$ cat src/design/cpwc_pkg.sv
// Shared constants, types and helpers for the power-weighted centroid core.
// No dependencies; used by every module of the block.
`default_nettype none

package cpwc_pkg;

    // Energy word width and derived datapath widths
    localparam int ENERGY_BITS = 16;
    localparam int LEAD_BITS   = 4;    // leading-one position of an energy
    localparam int MANT_BITS   = 31;   // Q30 mantissa, value in [1,2)
    localparam int FRAC_BITS   = 16;   // log2 fraction bits
    localparam int LOG_BITS    = LEAD_BITS + FRAC_BITS;
    localparam int EXP_BITS    = 19;   // exponent y = 0.395*log2(e), Q16
    localparam int ACC_BITS    = 17;   // Q16 power accumulator, below 2.0
    localparam int WEIGHT_BITS = 24;
    localparam int DEN_BITS    = WEIGHT_BITS + 2;
    localparam int NUM_BITS    = 41;   // signed weighted position sums
    localparam int MAG_BITS    = 39;
    localparam int SCALE_BITS  = 17;
    localparam int REM_BITS    = 41;   // dividend after the 2^16 prescale
    localparam int QUOT_BITS   = 15;
    localparam int COORD_BITS  = 15;
    localparam int COUNT_BITS  = 8;

    // Pipeline depths
    localparam int WEIGHT_STAGES = 1 + FRAC_BITS + 1 + 8 + 1;
    localparam int DIV_STAGES    = QUOT_BITS;

    // Arithmetic constants (Q16 unless noted)
    localparam logic [14:0] ALPHA_Q16  = 15'd25887;
    localparam logic [15:0] LN2_Q16    = 16'd45426;
    localparam int          SCALE_BASE = 124099;
    localparam logic [ACC_BITS-1:0] ACC_ONE = ACC_BITS'(65536);

    // Q16 constants 2^(2^-i), i = 1..8
    localparam logic [16:0] ROOT_Q16 [8] = '{
        17'd92682, 17'd77936, 17'd71468, 17'd68438,
        17'd66971, 17'd66250, 17'd65892, 17'd65714
    };

    // Tower positions, Q12 cm
    typedef logic signed [14:0] pos_t;
    localparam pos_t POS_X [4] = '{-15'sd7168, 15'sd7168, -15'sd7168, 15'sd7168};
    localparam pos_t POS_Y [4] = '{-15'sd7168, -15'sd7045, 15'sd7168, 15'sd7168};

    localparam logic signed [COORD_BITS-1:0] OUT_MAX = 15'sd16383;
    localparam logic signed [COORD_BITS-1:0] OUT_MIN = -15'sd16384;

    // Result word handed to the output buffer
    typedef struct packed {
        logic [COORD_BITS-1:0] centroid_x;
        logic [COORD_BITS-1:0] centroid_y;
        logic                  centroid_valid;
    } result_t;

    // Control carried beside the divider
    typedef struct packed {
        logic valid;
        logic neg_x;
        logic neg_y;
        logic nonzero;
    } div_ctl_t;

    // Rounded magnitude plus sign to a saturated signed coordinate
    function automatic logic [COORD_BITS-1:0] sat_coord(
        input logic [QUOT_BITS-1:0] q,
        input logic                 neg
    );
        logic [COORD_BITS-1:0] res;
        if (neg) begin
            if ({1'b0, q} > 16'd16384) res = OUT_MIN;
            else res = COORD_BITS'(-{1'b0, q});
        end else begin
            if (q > QUOT_BITS'(OUT_MAX)) res = OUT_MAX;
            else res = q;
        end
        return res;
    endfunction

endpackage

`default_nettype wire

$ cat src/design/cpwc_out_buf.sv
// Output register plus skid entry for the result stream.
// Uses cpwc_pkg::result_t.
`default_nettype none

module cpwc_out_buf (
    input  wire logic               aclk,
    input  wire logic               aresetn,
    input  wire logic               push,
    input  wire cpwc_pkg::result_t  push_data,
    output logic                    can_take,
    output logic                    m_valid,
    input  wire logic               m_ready,
    output cpwc_pkg::result_t       m_data
);

    logic              m_valid_reg;
    logic              skid_valid_reg;
    cpwc_pkg::result_t m_data_reg;
    cpwc_pkg::result_t skid_data_reg;

    // Control: the skid entry fills only while the output is stalled
    always_ff @(posedge aclk) begin
        if (!aresetn) begin
            m_valid_reg    <= 1'b0;
            skid_valid_reg <= 1'b0;
        end else if (!m_valid_reg || m_ready) begin
            m_valid_reg    <= skid_valid_reg || push;
            skid_valid_reg <= 1'b0;
        end else if (push) begin
            skid_valid_reg <= 1'b1;
        end
    end

    // Payload
    always_ff @(posedge aclk) begin
        if (!m_valid_reg || m_ready) begin
            m_data_reg <= skid_valid_reg ? skid_data_reg : push_data;
        end else if (push) begin
            skid_data_reg <= push_data;
        end
    end

    assign can_take = !skid_valid_reg;
    assign m_valid  = m_valid_reg;
    assign m_data   = m_data_reg;

endmodule

`default_nettype wire

$ cat config.mk
export PLATFORM = sky130hd
export DESIGN_NAME = cpwc_out_buf
export DESIGN_NICKNAME = d
export VERILOG_FILES = /design/src/design/cpwc_pkg.sv /design/src/design/cpwc_out_buf.sv
export SDC_FILE = /design/constraint.sdc
export NUM_CORES = 1
export LEC_CHECK = 0
export ABC_AREA = 0
export BUFFER_PORTS_ARGS = -buffer_cell sky130_fd_sc_hd__buf_2
export CORE_ASPECT_RATIO = 1.25
export CORE_MARGIN = 3
export CORE_UTILIZATION = 40
export CTS_BUF_LIST = sky130_fd_sc_hd__clkbuf_16
export DETAILED_ROUTE_END_ITERATION = 10
export GPL_ROUTABILITY_DRIVEN = 0
export REMOVE_ABC_BUFFERS = 1
export SETUP_SLACK_MARGIN = 0.15
export SYNTH_ARGS = -nofsm -noshare
export SYNTH_HDL_FRONTEND = slang
export SYNTH_SLANG_ARGS = --single-unit
export TNS_END_PERCENT = 50
$ cat constraint.sdc
create_clock -name aclk -period 5.3 [get_ports aclk]
set_input_delay 1.325 -clock aclk [delete_from_list [all_inputs] [get_ports aclk]]
set_output_delay 1.325 -clock aclk [all_outputs]
set_load 0.02 [all_outputs]
# --- After elaboration in Yosys (flattened, before gate mapping) ---
# Index checks and enable logic that the tools add are counted.
word_totals:
  ramBits: 0
  latchBits: 0
  elab_cells: 17
  inputBits: 35
  mem_count: 0
  regBits: 64
  mem_bits_ro: 0
  output_inout_bits: 33
op_classes:
  shifts: 0
  bitwise: 2
  muxes: 1
  multipliers: 0
  addsub: 0
  n_reduce_logical: 6
  order_cmp: 0
  eq_ne: 0
  div_mod_pow: 0
op_table:
  columns: ["operator", "n"]
  rows:
  - ["31-bit two-way mux", 1]
  - ["1-bit zero test", 2]
  - ["1-bit logical OR", 2]
  - ["1-bit inverter", 2]
  - ["2-bit AND reduction", 1]
  - ["2-bit OR reduction", 1]

# --- Logic depth before layout (Yosys ltp) ---
depth:
  depth_word: 4
  ltp_mapped: 4

# --- Worst setup path after synthesis ---
# No wires, ideal clock.
synth_timing:
  kind: "in2reg"
  startpoint: "input port m_ready"
  endpoint: "register skid_data_reg[0] (netlist name), enable pin"
  t_required_ps: 4881
  n_path_buf: 0
  setup_time_ps: 419
  path_slack_ps: 1295
  cell_stages: 2
  t_arrival_ps: 3586
  cell_sequence: "nand2b_1 -> nor2_1"
synth_via:
  elab_chain_len: 3
synth_lines:
  columns: ["element", "line", "source"]
  rows:
  - ["from (decl)", "cpwc_out_buf.sv:12", "input wire logic m_ready,"]
  - ["1-bit logical OR", "cpwc_out_buf.sv:36", "if (!m_valid_reg || m_ready) begin"]
  - ["1-bit inverter (no line)", null, null]
  - ["2-bit AND reduction (no line)", null, null]
  - ["to (signal assigned)", "cpwc_out_buf.sv:39", "skid_data_reg <= push_data;"]
  - ["to (decl)", "cpwc_out_buf.sv:19", "cpwc_pkg::result_t skid_data_reg;"]
# No other way between the ends.
# A chain may end at the register's enable or synchronous reset.

# --- Worst setup path in the final report ---
layout_timing:
  startpoint: "input port m_ready"
  endpoint: "register skid_data_reg[26] (netlist name), enable pin"
# Same word-level chain as after synthesis.

==> summary.md <==
| Metric | Value |
|---|---|
| DRC violations left | `0` |
| Die W | `76.30 µm` |
| Post-CTS setup-driven buffer insertion count | `0` |
| Worst path cell trace | `buf_2 -> nand2b_2 -> nor2_4` |
| Slew at the pin closest to its max-slew limit | `0.8937 ns` |
| Period Utilization, post-route | `55.83%` |
| Tmin final | `2.959 ns` |
| Most common cell in the synthesized netlist | `edfxtp_1` |
| Post-synthesis cell type count | `12` |
| Cts hold-fix bufs | `0` |
| Clock transition at the registers of the reported paths | `0.05 ns` |
| Critical path required time | `5.24 ns` |
| Share of synthesized registers carrying an async set or reset | `0%` |
| CTS max path bufs | `2` |
| Startpoint class of the critical path | `input port` |
| Rel. slew slack | `40.28%` |
| CTS H-Tree Depth | `3` |
| Most frequent cells after synthesis | `edfxtp_1 (62), mux2_4 (28), buf_12 (3), mux2_2 (3)` |
| Max-slew violation count | `0` |
| Dominant synthesized flop cell | `edfxtp_1` |
| Setup TNS Final | `0 ns` |
| Post-synth EDFFs | `62` |
| Antenna violations before repair | `0` |
| Number of instances resized during post-cts repair | `0` |
| Crit end category | `register` |
| Worst-path fanout max | `34` |
| Clock Skews | `0.007722 ns` |
| Slowest Stage Delay on Critical Path | `0.90 ns` |
| Layout net count | `216` |
| Area overhead of the layout relative to synthesis | `25.52%` |
| Net Sw Power | `239.5 µW` |
| Core ar. | `5896 µm²` |
| Setup repair after global routing missed its margin | `false` |
| Share of layout cells above drive strength 1 | `61.96%` |
| Clock power frac | `41.3%` |
| Number of buffer cells added on primary ports | `67` |
| Syn Std Cell Area | `2471 µm²` |
| Vias | `1,183` |
| CP arrival | `2.89 ns` |
| CTS tree | `built` |
| Max-cap viol count | `0` |
| DRT Wirelength | `4.008 mm` |
| # setup viols final | `0` |
| Global Route Usage Sum | `11.95%` |
| Leading cell types by total area after synthesis | `edfxtp_1 (75%), mux2_4 (17%), buf_12 (2.4%)` |
| Vias per std cell | `4.447` |
| Number of I/O pins | `68` |
| Buf/Inv on CP | `1` |
| Hold Fails Final Rpt | `0` |
| Iteration-0 DRC count of the detailed router | `57` |
| Area of the die | `7163 µm²` |
| Total of flip-flops plus latches after synthesis | `64` |
| Largest net degree at the start of global routing | `35` |
| Cell family contributing the most delay on the critical path | `simple AND/OR/NAND/NOR gates` |
| Power consumption | `1.168 mW` |
| Count of nets left with antenna violations after detail routing | `0` |
| Fraction of power spent switching nets | `20.51%` |
| Number of instances in the synthesized netlist | `106` |
| Clock Latency Late Sink | `0.32 ns` |
| Wire length of the first global-routing pass | `6.272 mm` |
| Post-detail-place hpwl | `2.667 mm` |
| Peak supply drop | `228.0 µV` |
| Sequential share of power | `50.7%` |
| Clock sink total | `64` |
| Row count | `31` |
| Worst min-delay path class | `register to register` |
| Warnings, synthesis | `0` |
| Leakage Power | `1.241 nW` |
| Router iterations before antenna repair | `4` |
| Classification of the worst setup path | `input port to register` |
| Power per cell area | `376.5 nW/µm²` |
| Syn Area/Cell | `23.31 µm²` |
| P_int | `928.4 µW` |
| Top cell type by total area after synthesis | `edfxtp_1` |
| Final design instance area without fill | `3102 µm²` |
| Master of the slowest instance on the critical path | `nor2_4` |
| Sequential cell area fraction in the yosys report | `76.96%` |
| Worst hold slack | `0.5406 ns` |
| Starting density of the core | `41.91%` |
| FMAX | `338.0 MHz` |
| Clock root cell | `clkbuf_16` |
| Power share of the combinational group | `8.0%` |
| Routed wire length per instance | `15.07 µm` |
| Run status | `finished, final reports clean` |
| Vert. Die Dim | `93.88 µm` |
| Placed standard-cell area | `2856 µm²` |
| GR Overflow Total | `0` |
| Number of CTS-inserted buffers | `9` |
| Antenna cell count | `0` |
| Number of global-route vias before repair | `1,265` |
| Synth top area share | `75.34%` |
[worst paths after layout]
kind	start	to	slack [ns]	cells after the start
worst min-delay path	skid_data_reg[28]	m_data[28]	0.54	1
worst max-delay path	m_ready	skid_data_reg[26]	2.34	3
worst max register to register	m_valid	skid_data_reg[26]	3.19	2
worst min register to register	skid_data_reg[28]	m_data[28]	0.54	1
[power groups by stage]
stage,Combinational (mW),Clock (mW),Sequential (mW)
CTS,0.0956,0.496,0.592
detailed placement,0.0954,0,0.601
floorplan,0.0285,0,0.628
global placement,0.0937,0,0.601
finish,0.0936,0.483,0.592
global route,0.0999,0.513,0.594
[worst reg2reg max path, stage by stage (launching register included)]
cell      delay, ns
dfxtp_1        0.35
nand2b_2       0.47
nor2_4         0.90
[cells in the final DEF, fill, tap and decap left out]
cell and count:
dfxtp_1 1, clkbuf_16 9, nor2_4 1, inv_1 5, edfxtp_1 62, mux2_4 28, buf_2 67, a21boi_0 1
dfxtp_2 1, nor2_2 1, clkinv_2 1, nor3b_2 1, buf_4 1, nand2b_2 1, mux2_2 3, clkinv_1 1
[kinds of logic after synthesis]
logic type / Yosys count / share of synthesized area [%]
compound gates: 1 / 0.3039
mux: 31 / 18.38
buf+inv: 6 / 3.190
flops: 64 / 76.96
simple gates: 4 / 1.165
[metrics by stage]
stage                     cells  setup WS [ns]  util [%]
after global routing        266          2.157     52.61
final                       266          2.341     52.61
after global placement      252          1.996     48.45
after CTS                   266          2.231     52.61
after detailed placement    252          1.930     48.45
after floorplan             102          1.295         -
[per-layer routing]
metal / GRT usage [%] / vias to the layer above / part of all wire, %
met3: 3.743 / 10 / 6.2
met2: 19.79 / 39 / 51
met4: 9.970 / 0 / 3.5
met5: 0 / - / 0
li1: - / 562 / -
met1: 12.40 / 572 / 39
[cell type report]
type	count	area, µm²
clock buffers	9	225.2
clock inverters	5	20.02
fillers	498	2794
inverters	2	7.507
multi-input cells	36	500.5
flip-flops and latches	64	1903
well taps	82	102.6
repair buffers	68	342.8
No activity file was read; power rests on OpenSTA's default activity.
