### src/design/cpwc_pkg.sv
// Shared constants, types and helpers for the power-weighted centroid core.
// No dependencies; used by every module of the block.
`default_nettype none

package cpwc_pkg;

    // Energy word width and derived datapath widths
    localparam int ENERGY_BITS = 16;
    localparam int LEAD_BITS   = 4;    // leading-one position of an energy
    localparam int MANT_BITS   = 31;   // Q30 mantissa, value in [1,2)
    localparam int FRAC_BITS   = 16;   // log2 fraction bits
    localparam int LOG_BITS    = LEAD_BITS + FRAC_BITS;
    localparam int EXP_BITS    = 19;   // exponent y = 0.395*log2(e), Q16
    localparam int ACC_BITS    = 17;   // Q16 power accumulator, below 2.0
    localparam int WEIGHT_BITS = 24;
    localparam int DEN_BITS    = WEIGHT_BITS + 2;
    localparam int NUM_BITS    = 41;   // signed weighted position sums
    localparam int MAG_BITS    = 39;
    localparam int SCALE_BITS  = 17;
    localparam int REM_BITS    = 41;   // dividend after the 2^16 prescale
    localparam int QUOT_BITS   = 15;
    localparam int COORD_BITS  = 15;
    localparam int COUNT_BITS  = 8;

    // Pipeline depths
    localparam int WEIGHT_STAGES = 1 + FRAC_BITS + 1 + 8 + 1;
    localparam int DIV_STAGES    = QUOT_BITS;

    // Arithmetic constants (Q16 unless noted)
    localparam logic [14:0] ALPHA_Q16  = 15'd25887;
    localparam logic [15:0] LN2_Q16    = 16'd45426;
    localparam int          SCALE_BASE = 124099;
    localparam logic [ACC_BITS-1:0] ACC_ONE = ACC_BITS'(65536);

    // Q16 constants 2^(2^-i), i = 1..8
    localparam logic [16:0] ROOT_Q16 [8] = '{
        17'd92682, 17'd77936, 17'd71468, 17'd68438,
        17'd66971, 17'd66250, 17'd65892, 17'd65714
    };

    // Tower positions, Q12 cm
    typedef logic signed [14:0] pos_t;
    localparam pos_t POS_X [4] = '{-15'sd7168, 15'sd7168, -15'sd7168, 15'sd7168};
    localparam pos_t POS_Y [4] = '{-15'sd7168, -15'sd7045, 15'sd7168, 15'sd7168};

    localparam logic signed [COORD_BITS-1:0] OUT_MAX = 15'sd16383;
    localparam logic signed [COORD_BITS-1:0] OUT_MIN = -15'sd16384;

    // Result word handed to the output buffer
    typedef struct packed {
        logic [COORD_BITS-1:0] centroid_x;
        logic [COORD_BITS-1:0] centroid_y;
        logic                  centroid_valid;
    } result_t;

    // Control carried beside the divider
    typedef struct packed {
        logic valid;
        logic neg_x;
        logic neg_y;
        logic nonzero;
    } div_ctl_t;

    // Rounded magnitude plus sign to a saturated signed coordinate
    function automatic logic [COORD_BITS-1:0] sat_coord(
        input logic [QUOT_BITS-1:0] q,
        input logic                 neg
    );
        logic [COORD_BITS-1:0] res;
        if (neg) begin
            if ({1'b0, q} > 16'd16384) res = OUT_MIN;
            else res = COORD_BITS'(-{1'b0, q});
        end else begin
            if (q > QUOT_BITS'(OUT_MAX)) res = OUT_MAX;
            else res = q;
        end
        return res;
    endfunction

endpackage

`default_nettype wire

### src/design/cpwc_divider.sv
// Pipelined restoring divider, one quotient bit per stage.
// Uses cpwc_pkg widths; quotient assumed to fit in QUOT_BITS.
`default_nettype none

module cpwc_divider (
    input  wire logic                             aclk,
    input  wire logic                             en,
    input  wire logic [cpwc_pkg::REM_BITS-1:0]    num,
    input  wire logic [cpwc_pkg::DEN_BITS-1:0]    den,
    output logic      [cpwc_pkg::QUOT_BITS-1:0]   quot
);

    localparam int NS = cpwc_pkg::QUOT_BITS;

    logic [cpwc_pkg::REM_BITS-1:0]  rem_reg [1:NS-1];
    logic [cpwc_pkg::DEN_BITS-1:0]  den_reg [1:NS-1];
    logic [cpwc_pkg::QUOT_BITS-1:0] q_reg   [1:NS];

    for (genvar s = 0; s < NS; s++) begin : g_stage
        logic [cpwc_pkg::REM_BITS-1:0]  r_in;
        logic [cpwc_pkg::DEN_BITS-1:0]  d_in;
        logic [cpwc_pkg::QUOT_BITS-1:0] q_in;
        logic [cpwc_pkg::REM_BITS-1:0]  dsh;
        logic                           ge;

        if (s == 0) begin : g_first
            assign r_in = num;
            assign d_in = den;
            assign q_in = '0;
        end else begin : g_next
            assign r_in = rem_reg[s];
            assign d_in = den_reg[s];
            assign q_in = q_reg[s];
        end

        // trial subtract of the shifted divisor
        assign dsh = cpwc_pkg::REM_BITS'(d_in) << (NS - 1 - s);
        assign ge  = (r_in >= dsh);

        always_ff @(posedge aclk) begin
            if (en) begin
                q_reg[s+1] <= {q_in[NS-1:1], 1'b0} | (q_in & cpwc_pkg::QUOT_BITS'(1))
                            | (ge ? cpwc_pkg::QUOT_BITS'(1) << (NS - 1 - s) : '0);
            end
        end

        if (s < NS - 1) begin : g_carry
            always_ff @(posedge aclk) begin
                if (en) begin
                    rem_reg[s+1] <= ge ? r_in - dsh : r_in;
                    den_reg[s+1] <= d_in;
                end
            end
        end
    end

    assign quot = q_reg[NS];

endmodule

`default_nettype wire

### config.mk
export PLATFORM = sky130hd
export DESIGN_NAME = cpwc_divider
export DESIGN_NICKNAME = d
export VERILOG_FILES = /design/src/design/cpwc_pkg.sv /design/src/design/cpwc_divider.sv
export SDC_FILE = /design/constraint.sdc
export NUM_CORES = 2
export LEC_CHECK = 0
export BUFFER_PORTS_ARGS = -buffer_cell sky130_fd_sc_hd__buf_2
export CAP_MARGIN = 20
export CORE_ASPECT_RATIO = 0.9
export CORE_MARGIN = 2
export CORE_UTILIZATION = 43
export DETAILED_ROUTE_END_ITERATION = 10
export PLACE_DENSITY = 0.63
export REMOVE_ABC_BUFFERS = 1
export SLEW_MARGIN = 0
export SYNTH_ARGS = -nofsm -noshare
export SYNTH_HDL_FRONTEND = slang
export SYNTH_SLANG_ARGS = --single-unit
### constraint.sdc
create_clock -name aclk -period 3.75 [get_ports aclk]
set_input_delay 0.1875 -clock aclk [delete_from_list [all_inputs] [get_ports aclk]]
set_output_delay 0.1875 -clock aclk [all_outputs]
set_load 0.02 [all_outputs]
### Word level (Yosys, flattened, before mapping)

Memories as Yosys holds them, arrays and structs flattened.
Index checks and enable logic that the tools add are counted.

| cells by class | value |
|---|---|
| magnitude comparators | 15 |
| bitwise logic cells | 28 |
| mux-type cells | 31 |
| add/subtract/negate cells | 14 |

Operators with widths:

| cell | number |
|---|---|
| 41-bit two-way mux | 14 |
| 15-bit by 1-bit OR with 15-bit output | 15 |
| 41-bit by 26-bit greater-or-equal comparator with 1-bit output | 1 |
| 41-bit by 27-bit greater-or-equal comparator with 1-bit output | 1 |
| 41-bit by 28-bit greater-or-equal comparator with 1-bit output | 1 |
| 41-bit by 29-bit greater-or-equal comparator with 1-bit output | 1 |
| 41-bit by 30-bit greater-or-equal comparator with 1-bit output | 1 |
| 41-bit by 31-bit greater-or-equal comparator with 1-bit output | 1 |
| 41-bit by 32-bit greater-or-equal comparator with 1-bit output | 1 |
| 41-bit by 33-bit greater-or-equal comparator with 1-bit output | 1 |
| 41-bit by 34-bit greater-or-equal comparator with 1-bit output | 1 |
| 41-bit by 35-bit greater-or-equal comparator with 1-bit output | 1 |
| 41-bit by 36-bit greater-or-equal comparator with 1-bit output | 1 |
| 41-bit by 37-bit greater-or-equal comparator with 1-bit output | 1 |
| 41-bit by 38-bit greater-or-equal comparator with 1-bit output | 1 |
| 41-bit by 39-bit greater-or-equal comparator with 1-bit output | 1 |
| 41-bit by 40-bit greater-or-equal comparator with 1-bit output | 1 |
| 41-bit by 27-bit subtractor with 41-bit output | 1 |
| 41-bit by 28-bit subtractor with 41-bit output | 1 |
| 41-bit by 29-bit subtractor with 41-bit output | 1 |
| 41-bit by 30-bit subtractor with 41-bit output | 1 |
| 41-bit by 31-bit subtractor with 41-bit output | 1 |
| 41-bit by 32-bit subtractor with 41-bit output | 1 |
| 41-bit by 33-bit subtractor with 41-bit output | 1 |
| other kinds (35) | 37 |

| storage, ports and cells | value |
|---|---|
| register bits | 0 |
| logic and storage cells | 91 |
| RAM bits | 1163 |
| input port bits | 69 |
| memories kept | 3 |

Memory list:

| memory | words | width | read ports | clocked after Yosys merged registers in | write ports | RTL line | text |
|---|---|---|---|---|---|---|---|
| rem_reg | 14 | 41 | 14 | 0 | 14 | cpwc_divider.sv:15 | `logic [cpwc_pkg::REM_BITS-1:0] rem_reg [1:NS-1];` |
| den_reg | 14 | 26 | 14 | 0 | 14 | cpwc_divider.sv:16 | `logic [cpwc_pkg::DEN_BITS-1:0] den_reg [1:NS-1];` |
| q_reg | 15 | 15 | 15 | 0 | 15 | cpwc_divider.sv:17 | `logic [cpwc_pkg::QUOT_BITS-1:0] q_reg [1:NS];` |

### Logic depth before layout (Yosys ltp)

An unclocked memory read counts as a cell.

| logic depth | value |
|---|---|
| depth in word-level cells | 4 |
| mapped depth | 16 |

### Least setup slack after synthesis

OpenSTA, ideal clock, no wires.

| timing | value |
|---|---|
| path type | register to register |
| start point | mem den_reg[11][0] (netlist bit) |
| end point | mem rem_reg[12][24] (netlist bit) (data pin) |
| data required time | 3.490 ns |
| path buffers | 2 |
| stages on the path, launching flop included | 13 |
| data arrival time | 3.256 ns |
| path slack | 0.234 ns |
| cell sequence | edfxtp_1 > ha_1 > fa_1 > nand2b_1 > a21oi_1 > o2111ai_1 > a21oi_1 > a2111oi_0 > o31ai_1 > a41o_1 > clkbuf_1 > buf_2 > mux2_2 |

RTL lines:

| item | RTL line |
|---|---|
| start, declared | cpwc_divider.sv:16 |
| end, declared | cpwc_divider.sv:15 |

==> impl_metrics.yaml <==
finish:
  synthToLayoutAreaGrowth_pct: 14.7
  finalCoreUtilization_pct: 49.9
  final_common_cell: "edfxtp_1"
  postLayoutCellArea_sq_mm: 0.0666
  nNetsFinal: 5956
  final_cell_mix: "edfxtp_1 (1058), inv_1 (483), a21oi_1 (426)"
  largest_reg_flops: 574
  drive_above_1_share_pct: 10.7
  antenna_cells: 0
worst_setup_path:
  cp.arrival_ns: 4.09
  critical_path_class: "reg -> reg"
  crit_required_ns: 4.24
  end_kind: "flop"
  reg2reg_depth: 12
  r2r-start: "rem_reg[4][12]$_DFFE_PP_"
  worstPathMaxFanout: 4
  r2r_slack_ns: 0.15
  worstReg2RegEnd: "rem_reg[5][32]$_DFFE_PP_"
  worstSetupStartpointType: "flop"
logic_synthesis:
  yosysSeqAreaShare_pct: 54.7
  yosys.cell_types.count: 86
  ys_ff_latch: 1058
  synthCells: 5149
  synth-async-reset-ratio_pct: 0
  synth_area_sq_mm: 0.0581
  ys.warnings.count: 0
  syn_area_per_cell_sq_um: 11.3
  synth_flop_cell: "edfxtp_1"
  synth_edf_count: 1058
job:
  drv_cap: 0
floorplan:
  die-width_microns: 391
  num_rows: 127
  die_y_microns: 353
  core_region_area_sq_mm: 0.134
  start_util_pct: 43.5
  io_pins: 84
  die-area_sq_mm: 0.138
routing:
  drtIter0Drc: 1681
  wl_microns: 125000
  drc_errors: 0
  vias_per_cell: 5.25
  postRouteAntennaNets: 0
  wl_per_cell_microns: 16.9
  firstDrtPassIters: 7
  num_vias: 38786
clocking:
  clock_latency_ns: 0.73
  cts_tree: "built"
  cts_buffers: 112
  clk_pin_slew_ns: 0.06
  cts_max_level: 3
  clockRootBuffer: "clkbuf_16"
  clock_path_buffers: 3
  numClockSinks: 1058
sta:
  clock.fmax_mhz: 278
  relSlewSlack_pct: 43.5
  finalMaxSlewViolations: 0
  post-route-period-util_pct: 96.0
  finalHoldViolations: 0
  setup_viol: 0
  fin_worst_skew_ns: 0.0260
  tightest_slew_ns: 0.848
  fin_crit_ns: 3.60
worst_hold_path:
  hp-start: "den[18]"
  hold_path_depth: 2
  hold_path.class: "in -> reg"
  hold-path-endpoint: "den_reg[1][18]$_DFFE_PP_"
place:
  dp_hpwl_microns: 95500
  gp_congestion: 0.974
  placed_cell_area_sq_mm: 0.0620
  port_buffers: 83
grt:
  antenna_found_initial: 0
  grt_pass1_vias: 39817
  grt_pass1_wl_microns: 200000
  grt-ovfl-total: 0
  grt_max_degree: 113
  grt_usage_pct: 17.9
status:
  status: "finished, final reports clean"
power:
  total_power_uw: 49000
  p_leak_uw: 0.0265
  p_per_area_mw_per_mm2: 736
  ir_worst_vdd_v: 0.000433
## stage by stage
stage	worst slack [ns]	TNS [ns]	hold WS (ns)	instances
2_1_floorplan	-3.14	-138.72	0.286	5030
3_3_place_gp	-0.00995	-0.00995	0.384	7105
3_5_place_dp	-0.0259	-0.0259	0.384	7105
4_1_cts	0.00770	0	0.113	7383
5_1_grt	-0.00313	-0.00313	0.136	7385
6_report	0.150	0	0.176	7385
## area by class of cell
class | instances | area (sq um)
inverter | 483 | 1810
fill | 11814 | 67000
clock inverter | 82 | 816
tap | 1806 | 2260
timing repair buffer | 339 | 2770
sequential | 1058 | 31800
clock buffer | 128 | 2880
multi-input combinational | 3489 | 24300
## what timing repair did
action,CTS,global route
pin swaps,0,7
hold buffers,68,0
setup endpoints to repair,2,159
hold endpoints to repair,71,0
buffers inserted,0,2
gates resized for setup,2,44
cloned,0,0
## how the worst max path moves through the flow
stage	endpoint	startpoint	depth (start not counted)
after floorplan	rem_reg[5][40]$_DFFE_PP_	rem_reg[4][12]$_DFFE_PP_	11
after global placement	rem_reg[12][37]$_DFFE_PP_	rem_reg[11][3]$_DFFE_PP_	15
after detailed placement	rem_reg[12][37]$_DFFE_PP_	den_reg[11][0]$_DFFE_PP_	14
after CTS	rem_reg[7][12]$_DFFE_PP_	rem_reg[6][18]$_DFFE_PP_	13
after global routing	rem_reg[13][36]$_DFFE_PP_	rem_reg[12][8]$_DFFE_PP_	13
final	rem_reg[5][32]$_DFFE_PP_	rem_reg[4][12]$_DFFE_PP_	12
## logic make-up after synthesis
group,count (synthesis),share of synthesized area [%]
buf+inv,602,3.91
compound gates,1303,13.9
xor+xnor,412,6.21
flops,1058,54.7
mux,79,1.53
simple gates,1291,10.8
fa+ha+maj,404,8.89
## report_power, final
| part | leakage, uW | total, uW | internal (uW) | switching, uW |
|---|---|---|---|---|
| Clock | 0.00178 | 11000 | 6360 | 4680 |
| Combinational | 0.0144 | 19300 | 8700 | 10600 |
| Sequential | 0.0102 | 18700 | 16900 | 1740 |
## Yosys cell counts, types with 9 or more instances
cell | n | area share [%]
o31ai_1 | 39 | 0.50
nor4_1 | 50 | 0.54
and3_1 | 34 | 0.37
or3_1 | 34 | 0.37
nor2b_1 | 62 | 0.67
nor3_1 | 90 | 0.78
mux2_2 | 77 | 1.5
nor2_1 | 352 | 2.3
a2111oi_0 | 11 | 0.17
o21bai_1 | 44 | 0.57
clkbuf_1 | 99 | 0.64
or4_1 | 12 | 0.16
a21boi_0 | 15 | 0.19
edfxtp_1 | 1058 | 55
nor4b_1 | 11 | 0.17
o2111ai_1 | 9 | 0.14
inv_1 | 483 | 3.1
a21oi_1 | 430 | 3.7
xor2_1 | 199 | 3.0
a21o_1 | 179 | 2.3
ha_1 | 390 | 8.4
nand4_1 | 64 | 0.69
buf_1 | 10 | 0.065
nand2b_1 | 67 | 0.72
buf_2 | 10 | 0.086
a211oi_1 | 33 | 0.43
o21ai_0 | 317 | 2.7
fa_1 | 14 | 0.48
a311oi_1 | 12 | 0.18
and2_1 | 17 | 0.18
nand3_1 | 81 | 0.70
or2_2 | 16 | 0.17
o21a_1 | 54 | 0.70
xnor2_1 | 213 | 3.2
o31a_1 | 11 | 0.17
nand2_1 | 355 | 2.3
a31oi_1 | 39 | 0.42
o211ai_1 | 18 | 0.23
## critical path, cell delays in order, from the launching register on
cell and delay (ns):
edfxtp_1 0.41, ha_1 0.32, buf_4 0.15, nor2b_1 0.14, o31a_1 0.28, o221ai_1 0.33, o211ai_1 0.24, o21a_1 0.23
a21oi_1 0.32, o21bai_1 0.18, a221oi_1 0.37, xnor2_1 0.11, mux2_2 0.28
## routing by layer
| layer | up-vias | part of all wire (%) | global-route usage, % |
|---|---|---|---|
| li1 | 19600 | - | - |
| met1 | 18065 | 38 | 18.3 |
| met2 | 765 | 53 | 34.5 |
| met3 | 356 | 2.8 | 2.52 |
| met4 | 0 | 6.1 | 10.1 |
| met5 | - | 0 | 0 |
(Power assumes the default switching activity.)
